File: src/rtl/rave_pkg.sv
// Shared types and constants of the rotor angle and velocity estimator.
// Used by rave_ctrl and rotor_angle_velocity_estimator_top.
// Depends on nothing.
package rave_pkg;

  // Default resolution of one mechanical turn in bits.
  localparam int unsigned ANGLE_BITS_DEF = 14;

  // Fixed field and register widths.
  localparam int unsigned DT_W      = 24;
  localparam int unsigned OFFSET_W  = 14;
  localparam int unsigned POLE_W    = 7;
  localparam int unsigned ALPHA_W   = 17;
  localparam int unsigned CFG_W     = 17;
  localparam int unsigned CFG_IDX_W = 2;
  localparam int unsigned SPEED_W   = 32;
  localparam int unsigned FILT_W    = 48;   // Q32.16 filter state
  localparam int unsigned FRAC_W    = 16;
  localparam int unsigned ACC_W     = 66;   // width of the shared adder
  localparam int unsigned USEC_W    = 20;

  localparam logic [ALPHA_W-1:0] Q16_ONE       = 17'h10000;
  localparam logic [ALPHA_W-1:0] ALPHA_RESET   = 17'd13107;
  localparam logic [POLE_W-1:0]  POLE_RESET    = 7'd1;
  localparam logic [USEC_W-1:0]  US_PER_S      = 20'd1000000;
  localparam logic [FILT_W-1:0]  VSAT_POS      = 48'h7FFF_FFFF_FFFF;
  localparam logic [FILT_W-1:0]  VSAT_NEG      = 48'h8000_0000_0000;

  // Configuration register indexes.
  typedef enum logic [CFG_IDX_W-1:0] {
    CFG_ANGLE_OFFSET = 2'd0,
    CFG_POLE_PAIRS   = 2'd1,
    CFG_FILTER_ALPHA = 2'd2
  } rave_cfg_idx_e;

  // Sequencer states.
  typedef enum logic [2:0] {
    ST_IDLE,
    ST_SCALE,
    ST_DIV,
    ST_VRAW,
    ST_DELTA,
    ST_MUL,
    ST_ACC,
    ST_OUT
  } rave_state_e;

  // Step enables from the sequencer to the datapath.
  typedef struct packed {
    logic idle;
    logic scale;
    logic div;
    logic vraw;
    logic delta;
    logic mul;
    logic acc;
    logic out_load;
  } rave_ctl_t;

  // Status from the datapath to the sequencer.
  typedef struct packed {
    logic dt_zero;
    logic out_free;
  } rave_sts_t;

endpackage

File: src/rtl/rave_addsub.sv
// Shared wide adder/subtractor of the estimator, with carry out.
// Depends on nothing; instantiated by rotor_angle_velocity_estimator_top.
module rave_addsub #(
  parameter int unsigned W = 66
) (
  input  logic [W-1:0] a_i,
  input  logic [W-1:0] b_i,
  input  logic         sub_i,
  output logic [W-1:0] sum_o,
  output logic         carry_o
);

  logic [W-1:0] b_op;

  // A subtract adds the inverted operand plus one; carry set means a >= b.
  assign b_op = sub_i ? ~b_i : b_i;
  assign {carry_o, sum_o} = {1'b0, a_i} + {1'b0, b_op} + (W + 1)'(sub_i);

endmodule

File: src/rtl/rave_ctrl.sv
// Sequencer of the estimator: state machine and step counter.
// Depends on rave_pkg; instantiated by rotor_angle_velocity_estimator_top.
module rave_ctrl #(
  parameter int unsigned NUM_W = 49
) (
  input  logic                clk_i,
  input  logic                rst_ni,
  input  logic                start_i,
  input  rave_pkg::rave_sts_t sts_i,
  output rave_pkg::rave_ctl_t ctl_o
);
  import rave_pkg::*;

  localparam int unsigned CNT_W = $clog2(NUM_W);

  rave_state_e state_q, state_d;
  logic [CNT_W-1:0] cnt_q, cnt_d;
  logic cnt_zero;

  assign cnt_zero = (cnt_q == '0);

  always_comb begin
    state_d = state_q;
    unique case (state_q)
      ST_IDLE:  if (start_i) state_d = ST_SCALE;
      ST_SCALE: state_d = sts_i.dt_zero ? ST_VRAW : ST_DIV;
      ST_DIV:   if (cnt_zero) state_d = ST_VRAW;
      ST_VRAW:  state_d = ST_DELTA;
      ST_DELTA: state_d = ST_MUL;
      ST_MUL:   if (cnt_zero) state_d = ST_ACC;
      ST_ACC:   state_d = ST_OUT;
      ST_OUT:   if (sts_i.out_free) state_d = ST_IDLE;
      default:  state_d = ST_IDLE;
    endcase
  end

  // One quotient bit per divide step, one coefficient bit per multiply step.
  always_comb begin
    cnt_d = cnt_q;
    case (state_q)
      ST_SCALE: cnt_d = CNT_W'(NUM_W - 1);
      ST_DELTA: cnt_d = CNT_W'(ALPHA_W - 1);
      ST_DIV, ST_MUL: if (!cnt_zero) cnt_d = cnt_q - CNT_W'(1);
      default: cnt_d = cnt_q;
    endcase
  end

  always_comb begin
    ctl_o = '0;
    unique case (state_q)
      ST_IDLE:  ctl_o.idle     = 1'b1;
      ST_SCALE: ctl_o.scale    = 1'b1;
      ST_DIV:   ctl_o.div      = 1'b1;
      ST_VRAW:  ctl_o.vraw     = 1'b1;
      ST_DELTA: ctl_o.delta    = 1'b1;
      ST_MUL:   ctl_o.mul      = 1'b1;
      ST_ACC:   ctl_o.acc      = 1'b1;
      ST_OUT:   ctl_o.out_load = sts_i.out_free;
      default:  ctl_o = '0;
    endcase
  end

  always_ff @(posedge clk_i or negedge rst_ni) begin
    if (!rst_ni) begin
      state_q <= ST_IDLE;
      cnt_q   <= '0;
    end else begin
      state_q <= state_d;
      cnt_q   <= cnt_d;
    end
  end

endmodule

File: src/rtl/rotor_angle_velocity_estimator_top.sv
// Top level of the rotor angle and velocity estimator: datapath and ports.
// Depends on rave_pkg, rave_addsub and rave_ctrl.
//
// Each request carries a raw sensor angle and the microseconds since the
// previous sample. The block returns one result per request: the mechanical
// angle (raw angle minus the calibrated offset, modulo one turn), the
// electrical angle (mechanical angle times the pole pairs, modulo one turn)
// and the filtered speed in angle counts per second, saturated to 32 bits.
// One turn is 2^ANGLE_BITS counts. The speed is the shortest wrapped angle
// step scaled by 10^6 * 2^16 and divided by the elapsed time, then run
// through a first-order low-pass filter with Q16 coefficient filter_alpha.
// A zero elapsed time counts as zero raw speed, and the filter still runs.
// The block works on one request at a time. An accepted request runs the
// scale, divide, raw speed, delta, multiply, accumulate and output steps;
// the divide is skipped when the elapsed time is zero, and the output step
// waits until the result register is free. Ready rises at the edge that
// loads the result, and the next request can be accepted from that edge
// on. Nearly all of a run with nonzero elapsed time is the radix-2 restoring
// divider, which yields one quotient bit per cycle over ANGLE_BITS + 35
// bits, followed by a 17-step shift-and-add filter multiply. Both run on
// one shared 66-bit adder. A finished result waits in its own register, so
// the next request is accepted while the sink still stalls; the result of
// that request then waits in the sequencer until the register is free.
// Configuration writes take effect at once and must be made only while the
// block is idle.
module rotor_angle_velocity_estimator_top #(
  parameter int unsigned ANGLE_BITS = rave_pkg::ANGLE_BITS_DEF
) (
  input  logic                                  clk_i,
  input  logic                                  rst_ni,
  // Configuration write port.
  input  logic                                  cfg_we_i,
  input  logic [rave_pkg::CFG_IDX_W-1:0]        cfg_idx_i,
  input  logic [rave_pkg::CFG_W-1:0]            cfg_data_i,
  // Input requests.
  input  logic                                  s_axis_tvalid_i,
  output logic                                  s_axis_tready_o,
  // From bit 0: raw_angle (ANGLE_BITS), elapsed_us (24), zero fill.
  input  logic [((ANGLE_BITS+rave_pkg::DT_W+7)/8)*8-1:0] s_axis_tdata_i,
  // Results.
  output logic                                  m_axis_tvalid_o,
  input  logic                                  m_axis_tready_i,
  // From bit 0: mech_angle (ANGLE_BITS), elec_angle (ANGLE_BITS),
  // speed (32, signed), zero fill.
  output logic [((2*ANGLE_BITS+rave_pkg::SPEED_W+7)/8)*8-1:0] m_axis_tdata_o
);
  import rave_pkg::*;

  localparam int unsigned OUT_TW = ((2 * ANGLE_BITS + SPEED_W + 7) / 8) * 8;
  // The angle step magnitude is at most half a turn, so the step times
  // 10^6 fits in ANGLE_BITS + 19 bits; the dividend carries 16 more bits.
  localparam int unsigned PROD_W = ANGLE_BITS + 19;
  localparam int unsigned NUM_W  = PROD_W + FRAC_W;
  localparam int unsigned QX_W   = (NUM_W > FILT_W) ? NUM_W : FILT_W;
  localparam logic [ANGLE_BITS-1:0] HALF_TURN = {1'b1, {(ANGLE_BITS-1){1'b0}}};

  rave_ctl_t ctl;
  rave_sts_t sts;

  // Configuration registers.
  logic [OFFSET_W-1:0] offset_q;
  logic [POLE_W-1:0]   pole_q;
  logic [ALPHA_W-1:0]  alpha_q;

  // Estimator state.
  logic [ANGLE_BITS-1:0] last_q;
  logic [FILT_W-1:0]     filt_q;

  // Working registers of one request.
  logic [ANGLE_BITS-1:0] mech_q, elec_q, mag_q;
  logic                  neg_q;
  logic [DT_W-1:0]       dt_q;
  logic [NUM_W-1:0]      num_q;     // dividend, shifted out as quotient comes in
  logic [DT_W-1:0]       rem_q;
  logic [ACC_W-1:0]      mc_q;      // multiplicand, shifted left per step
  logic [ACC_W-1:0]      acc_q;
  logic [ALPHA_W-1:0]    ash_q;     // coefficient, shifted right per step

  // Result register.
  logic                  out_valid_q;
  logic [ANGLE_BITS-1:0] out_mech_q, out_elec_q;
  logic [SPEED_W-1:0]    out_speed_q;

  // Input decode.
  logic                  accept;
  logic [ANGLE_BITS-1:0] raw_c, mech_c, step_c, mag_c;
  logic [DT_W-1:0]       dt_c;
  logic                  neg_c;
  logic [ANGLE_BITS+POLE_W-1:0] elec_full;

  assign accept = s_axis_tvalid_i && s_axis_tready_o;
  assign raw_c  = s_axis_tdata_i[ANGLE_BITS-1:0];
  assign dt_c   = s_axis_tdata_i[ANGLE_BITS+DT_W-1:ANGLE_BITS];
  assign mech_c = raw_c - ANGLE_BITS'(offset_q);
  assign elec_full = (ANGLE_BITS + POLE_W)'(mech_c) * (ANGLE_BITS + POLE_W)'(pole_q);

  // The wrapped step lands in one half turn; a step of exactly half a turn
  // keeps the sign of the unwrapped difference.
  assign step_c = mech_c - last_q;
  assign neg_c  = (step_c == HALF_TURN) ? (mech_c < last_q) : step_c[ANGLE_BITS-1];
  assign mag_c  = neg_c ? (~step_c + ANGLE_BITS'(1)) : step_c;

  // Dividend: |step| * 10^6 * 2^16.
  logic [ANGLE_BITS+USEC_W-1:0] prod_c;
  assign prod_c = (ANGLE_BITS + USEC_W)'(mag_q) * (ANGLE_BITS + USEC_W)'(US_PER_S);

  // Quotient saturation to the Q32.16 range.
  logic [QX_W-1:0]   qx;
  logic [FILT_W-1:0] qsat;
  assign qx = QX_W'(num_q);
  always_comb begin
    if (neg_q) begin
      qsat = (qx > QX_W'(VSAT_NEG)) ? VSAT_NEG : qx[FILT_W-1:0];
    end else begin
      qsat = (qx > QX_W'(VSAT_POS)) ? VSAT_POS : qx[FILT_W-1:0];
    end
  end

  logic [ALPHA_W-1:0] alpha_cl;
  assign alpha_cl = (alpha_q > Q16_ONE) ? Q16_ONE : alpha_q;

  logic [ACC_W-1:0] filt_ext;
  assign filt_ext = {{(ACC_W-FILT_W){filt_q[FILT_W-1]}}, filt_q};

  // Shared adder operand selection.
  logic [DT_W:0]    div_rem;
  logic [ACC_W-1:0] op_a, op_b, add_sum;
  logic             op_sub, add_carry;

  assign div_rem = {rem_q, num_q[NUM_W-1]};

  always_comb begin
    op_a   = '0;
    op_b   = '0;
    op_sub = 1'b0;
    if (ctl.div) begin
      op_a   = ACC_W'(div_rem);
      op_b   = ACC_W'(dt_q);
      op_sub = 1'b1;
    end else if (ctl.vraw) begin
      op_b   = ACC_W'(qsat);
      op_sub = neg_q;
    end else if (ctl.delta) begin
      op_a   = mc_q;
      op_b   = filt_ext;
      op_sub = 1'b1;
    end else if (ctl.mul) begin
      op_a   = acc_q;
      op_b   = ash_q[0] ? mc_q : '0;
    end else if (ctl.acc) begin
      op_a   = acc_q;
      op_b   = filt_ext << FRAC_W;
    end
  end

  rave_addsub #(
    .W(ACC_W)
  ) u_addsub (
    .a_i    (op_a),
    .b_i    (op_b),
    .sub_i  (op_sub),
    .sum_o  (add_sum),
    .carry_o(add_carry)
  );

  assign sts.dt_zero  = (dt_q == '0);
  assign sts.out_free = !out_valid_q || m_axis_tready_i;

  rave_ctrl #(
    .NUM_W(NUM_W)
  ) u_ctrl (
    .clk_i  (clk_i),
    .rst_ni (rst_ni),
    .start_i(accept),
    .sts_i  (sts),
    .ctl_o  (ctl)
  );

  assign s_axis_tready_o = ctl.idle;

  // Configuration, estimator state and result valid.
  always_ff @(posedge clk_i or negedge rst_ni) begin
    if (!rst_ni) begin
      offset_q    <= '0;
      pole_q      <= POLE_RESET;
      alpha_q     <= ALPHA_RESET;
      last_q      <= '0;
      filt_q      <= '0;
      out_valid_q <= 1'b0;
    end else begin
      if (cfg_we_i) begin
        unique case (cfg_idx_i)
          CFG_ANGLE_OFFSET: offset_q <= cfg_data_i[OFFSET_W-1:0];
          CFG_POLE_PAIRS:   pole_q   <= cfg_data_i[POLE_W-1:0];
          CFG_FILTER_ALPHA: alpha_q  <= cfg_data_i[ALPHA_W-1:0];
          default: ;
        endcase
      end
      if (accept) begin
        last_q <= mech_c;
      end
      // The sum always fits 64 bits; its floor by 2^16 is the new state.
      if (ctl.acc) begin
        filt_q <= add_sum[FILT_W+FRAC_W-1:FRAC_W];
      end
      if (ctl.out_load) begin
        out_valid_q <= 1'b1;
      end else if (m_axis_tready_i) begin
        out_valid_q <= 1'b0;
      end
    end
  end

  // Working and result payload.
  always_ff @(posedge clk_i) begin
    if (accept) begin
      mech_q <= mech_c;
      elec_q <= elec_full[ANGLE_BITS-1:0];
      mag_q  <= mag_c;
      neg_q  <= neg_c;
      dt_q   <= dt_c;
    end
    if (ctl.scale) begin
      num_q <= sts.dt_zero ? '0 : {prod_c[PROD_W-1:0], {FRAC_W{1'b0}}};
      rem_q <= '0;
    end
    // Restoring divide step: keep the difference when it did not borrow.
    if (ctl.div) begin
      rem_q <= add_carry ? add_sum[DT_W-1:0] : div_rem[DT_W-1:0];
      num_q <= {num_q[NUM_W-2:0], add_carry};
    end
    if (ctl.vraw) begin
      mc_q <= add_sum;
    end
    // Filter as filt * 2^16 + alpha * (raw - filt).
    if (ctl.delta) begin
      mc_q  <= add_sum;
      acc_q <= '0;
      ash_q <= alpha_cl;
    end
    if (ctl.mul) begin
      acc_q <= add_sum;
      mc_q  <= mc_q << 1;
      ash_q <= ash_q >> 1;
    end
    if (ctl.out_load) begin
      out_mech_q  <= mech_q;
      out_elec_q  <= elec_q;
      out_speed_q <= filt_q[FILT_W-1:FRAC_W];
    end
  end

  assign m_axis_tvalid_o = out_valid_q;
  assign m_axis_tdata_o  = OUT_TW'({out_speed_q, out_elec_q, out_mech_q});

  // A request starts a run, so the block is busy in the next cycle.
  a_busy_after_accept: assert property (@(posedge clk_i) disable iff (!rst_ni)
    accept |=> !s_axis_tready_o)
    else $error("input accepted again right after a request");

  // A new result never overwrites one that the sink has not taken.
  a_no_overwrite: assert property (@(posedge clk_i) disable iff (!rst_ni)
    ctl.out_load |-> (!m_axis_tvalid_o || m_axis_tready_i))
    else $error("result register overwritten while held");

  // The filter sum stays within 64 signed bits.
  a_sum_range: assert property (@(posedge clk_i) disable iff (!rst_ni)
    ctl.acc |-> (add_sum[ACC_W-1:ACC_W-3] == 3'b000 ||
                 add_sum[ACC_W-1:ACC_W-3] == 3'b111))
    else $error("filter sum out of range");

endmodule
File: config.mk
export PLATFORM = sky130hd
export DESIGN_NAME = rotor_angle_velocity_estimator_top
export DESIGN_NICKNAME = d
export VERILOG_FILES = /design/src/rtl/rave_pkg.sv /design/src/rtl/rave_addsub.sv /design/src/rtl/rave_ctrl.sv /design/src/rtl/rotor_angle_velocity_estimator_top.sv
export SDC_FILE = /design/constraint.sdc
export NUM_CORES = 1
export LEC_CHECK = 0
export BUFFER_PORTS_ARGS = -buffer_cell sky130_fd_sc_hd__buf_2
export CAP_MARGIN = 20
export CELL_PAD_IN_SITES_DETAIL_PLACEMENT = 1
export CELL_PAD_IN_SITES_GLOBAL_PLACEMENT = 1
export CORE_ASPECT_RATIO = 1.1
export CORE_UTILIZATION = 30
export CTS_BUF_LIST = sky130_fd_sc_hd__clkbuf_4
export CTS_CLUSTER_DIAMETER = 80
export CTS_CLUSTER_SIZE = 14
export DETAILED_ROUTE_END_ITERATION = 7
export HOLD_SLACK_MARGIN = 0.06
export PLACE_DENSITY = 0.56
export SLEW_MARGIN = 30
export SYNTH_ARGS = -nofsm -noshare
export SYNTH_HDL_FRONTEND = slang
export SYNTH_HIERARCHICAL = 1
export SYNTH_SLANG_ARGS = --single-unit
File: constraint.sdc
create_clock -name clk_i -period 8 [get_ports clk_i]
set_clock_uncertainty 0.15 [all_clocks]
set_input_delay 0.4 -clock clk_i [delete_from_list [all_inputs] [get_ports clk_i]]
set_output_delay 0.4 -clock clk_i [all_outputs]
set_load 0.02 [all_outputs]
==> flow_summary.yaml <==
timing:
  min_period_ns: 6.94
  worst_pin_slew_ns: 0.896
  setup_violations: 0
  fmax_mhz: 144
  hold_viol_final: 0
  finalMaxSlewViolations: 0
  post-route-period-util: 0.867
  setup_tns_ns: 0
  rsz0062_at_grt: "false"
  relSlewSlack: 0.402
clock_network:
  clock_path_buffers: 3
  cts.repair.resized: 0
  cts_buffers: 45
  cts_root_buffer: "clkbuf_4"
  cts_htree_levels: 2
  clock_latency_ns: 0.95
  cts.sinks: 459
  cts_tree: "built"
  clk_pin_slew_ns: 0.14
yosys:
  ys.flop_type: "edfxtp_1"
  synth_edf_count: 347
  synth_cells: 3020
  ys_types: 110
  ys_ff_latch: 459
  syn_area_per_cell_um2: 10.5
  ys_warn_count: 6
  synthesis.area_mm2: 0.0317
  yosysSeqAreaShare: 0.417
  async_reset_ff_frac: 0.240
die:
  rows: 124
  die_h_um: 343
  start_util: 0.304
  die-width_um: 312
  core-area_mm2: 0.104
  dieArea_mm2: 0.107
  io_pins: 130
placement:
  place_hpwl_mm: 74.4
  post_dp_cell_area_mm2: 0.0339
  io_buffers: 123
  place.gp.congestion: 0.888
drt:
  wire_per_inst_um: 22.0
  antenna_left: 0
  num_vias: 23690
  drc_errors: 0
  first_pass_iters: 5
  routed_wl_mm: 101
  drt_iter0_markers: 1303
  vias_per_cell: 5.13
worst_setup_path:
  crit_path_max_incr_delay_ns: 0.59
  crit_top_cell: "a21oi_1"
  crit_family: "compound AO/OA/AOI/OAI gates"
  crit_type: "reg -> reg"
  worst_ep_arrival_time_ns: 7.44
  slowest_stage: "o311ai_1"
  cp.required_ns: 8.51
  cp_num_buf_inv: 2
  cp_max_fo: 24
  critPathLaunchType: "register"
  crit_chain: "nor4_1, nand4_1, or4_1, o221ai_2, buf_4, and2_1, buf_4, o21ai_0, a21oi_1, xor2_1, ha_1, a21oi_1, o21ai_1, o21ai_0, a31oi_1, o311ai_1, o211ai_1, a21oi_1, o21ai_1, xor2_1, mux2_2"
  endpoint_kind: "register"
final_layout:
  syn_to_final_growth_pct: 12.9
  design_area_mm2: 0.0358
  layout_common_cells: "347 x edfxtp_1, 228 x nand2_1, 208 x ha_1"
  register_area_mm2: 0.0132
  mostFrequentLayoutCell: "edfxtp_1"
  multi_input_area_mm2: 0.0172
  drive_gt1_frac: 0.148
  nNetsFinal: 3552
  fillCellCount: 11796
worst_hold_path:
  hp-class: "in -> reg"
global_routing:
  grt_pass1_wl_mm: 157
  grt_usage: 0.189
  overflow: 0
  antenna_found_initial: 9
  grt_max_degree: 105
  grt_pass1_vias: 25149
outcome:
  status: "complete, no violations"
run:
  max_cap_violations: 0
sequential cells by signal, indices dropped and copies added (netlist names):
register,cells
acc_q,66
alpha_q,17
ash_q,17
dt_q,24
elec_q,14
filt_q,48
last_q,14
m_axis_tvalid_o,1
mag_q,14
mc_q,66
mech_q,14
neg_q,1
num_q,49
offset_q,14
out_elec_q,14
out_mech_q,14
out_speed_q,32
pole_q,7
rem_q,24
u_ctrl/cnt_q,6
u_ctrl/state_q,3
path summary, 6_finish.rpt:
check                                  startpoint              end  slack, ns  cells past startpoint
worst max-delay path                    num_q[46]         mc_q[53]       1.06                     21
worst min-delay path            s_axis_tdata_i[0]        elec_q[0]       0.17                      4
worst max register to register          num_q[46]         mc_q[53]       1.06                     21
worst min register to register          elec_q[2]    out_elec_q[2]       0.26                      0
max in group asynchronous                  rst_ni        pole_q[1]       6.50                      4
min in group asynchronous                  rst_ni  u_ctrl/cnt_q[5]       0.41                      4
timing repair:
item,4_1_cts,5_1_grt
hold buffers,109,0
hold endpoints to repair,185,0
setup buffers,0,0
logic make-up after synthesis:
logic type	synth area share
compound gates	0.154
xor+xnor	0.0539
buf+inv	0.0441
mux	0.0601
fa+ha+maj	0.139
other cells	0.000118
simple gates	0.132
flops	0.417
cell type report:
class,count,area share
multi-input cells,2202,0.480
clock inverters,21,0.00755
diodes,8,0.000560
inverters,202,0.0215
clock buffers,62,0.0130
repair buffers,280,0.0595
well taps,1386,0.0485
flip-flops and latches,459,0.370
cells in the mapped netlist, types with 90 or more instances:
cell type    n  area share
a21oi_1    166       0.026
and2_1     134       0.026
clkbuf_1   132       0.016
dfrtp_1    101       0.080
edfxtp_1   347        0.33
fa_1        90       0.057
ha_1       208       0.082
inv_1      200       0.024
mux2_2     142       0.050
nand2_1    228       0.027
nor2_1     167       0.020
o21ai_0    151       0.024
xor2_1     109       0.030
worst min-delay path, cell delays in order:
cell and delay, ns:
buf_2 0.10, inv_1 0.06, ha_1 0.41, nor2b_1 0.11
layer usage:
metal | up-vias | part of all wire | GRT usage
li1 | 11291 | - | -
met1 | 11912 | 0.45 | 0.243
met2 | 365 | 0.50 | 0.340
met3 | 110 | 0.027 | 0.0187
met4 | 12 | 0.021 | 0.0449
met5 | - | 0.00073 | 0
metrics by stage:
stage               hold slack (ns)  instances   util  setup WS, ns
CTS                          0.0607       4611  0.343         0.998
finish                        0.174       4620  0.343          1.06
floorplan                   -0.0456       3023      -          1.62
global placement              0.254       4419  0.325         0.970
global route                  0.116       4616  0.343         0.744
detailed placement            0.255       4419  0.325         0.985
Power is not shown: default switching activity piles up to over one toggle a cycle in this logic, so the estimate is an artifact.
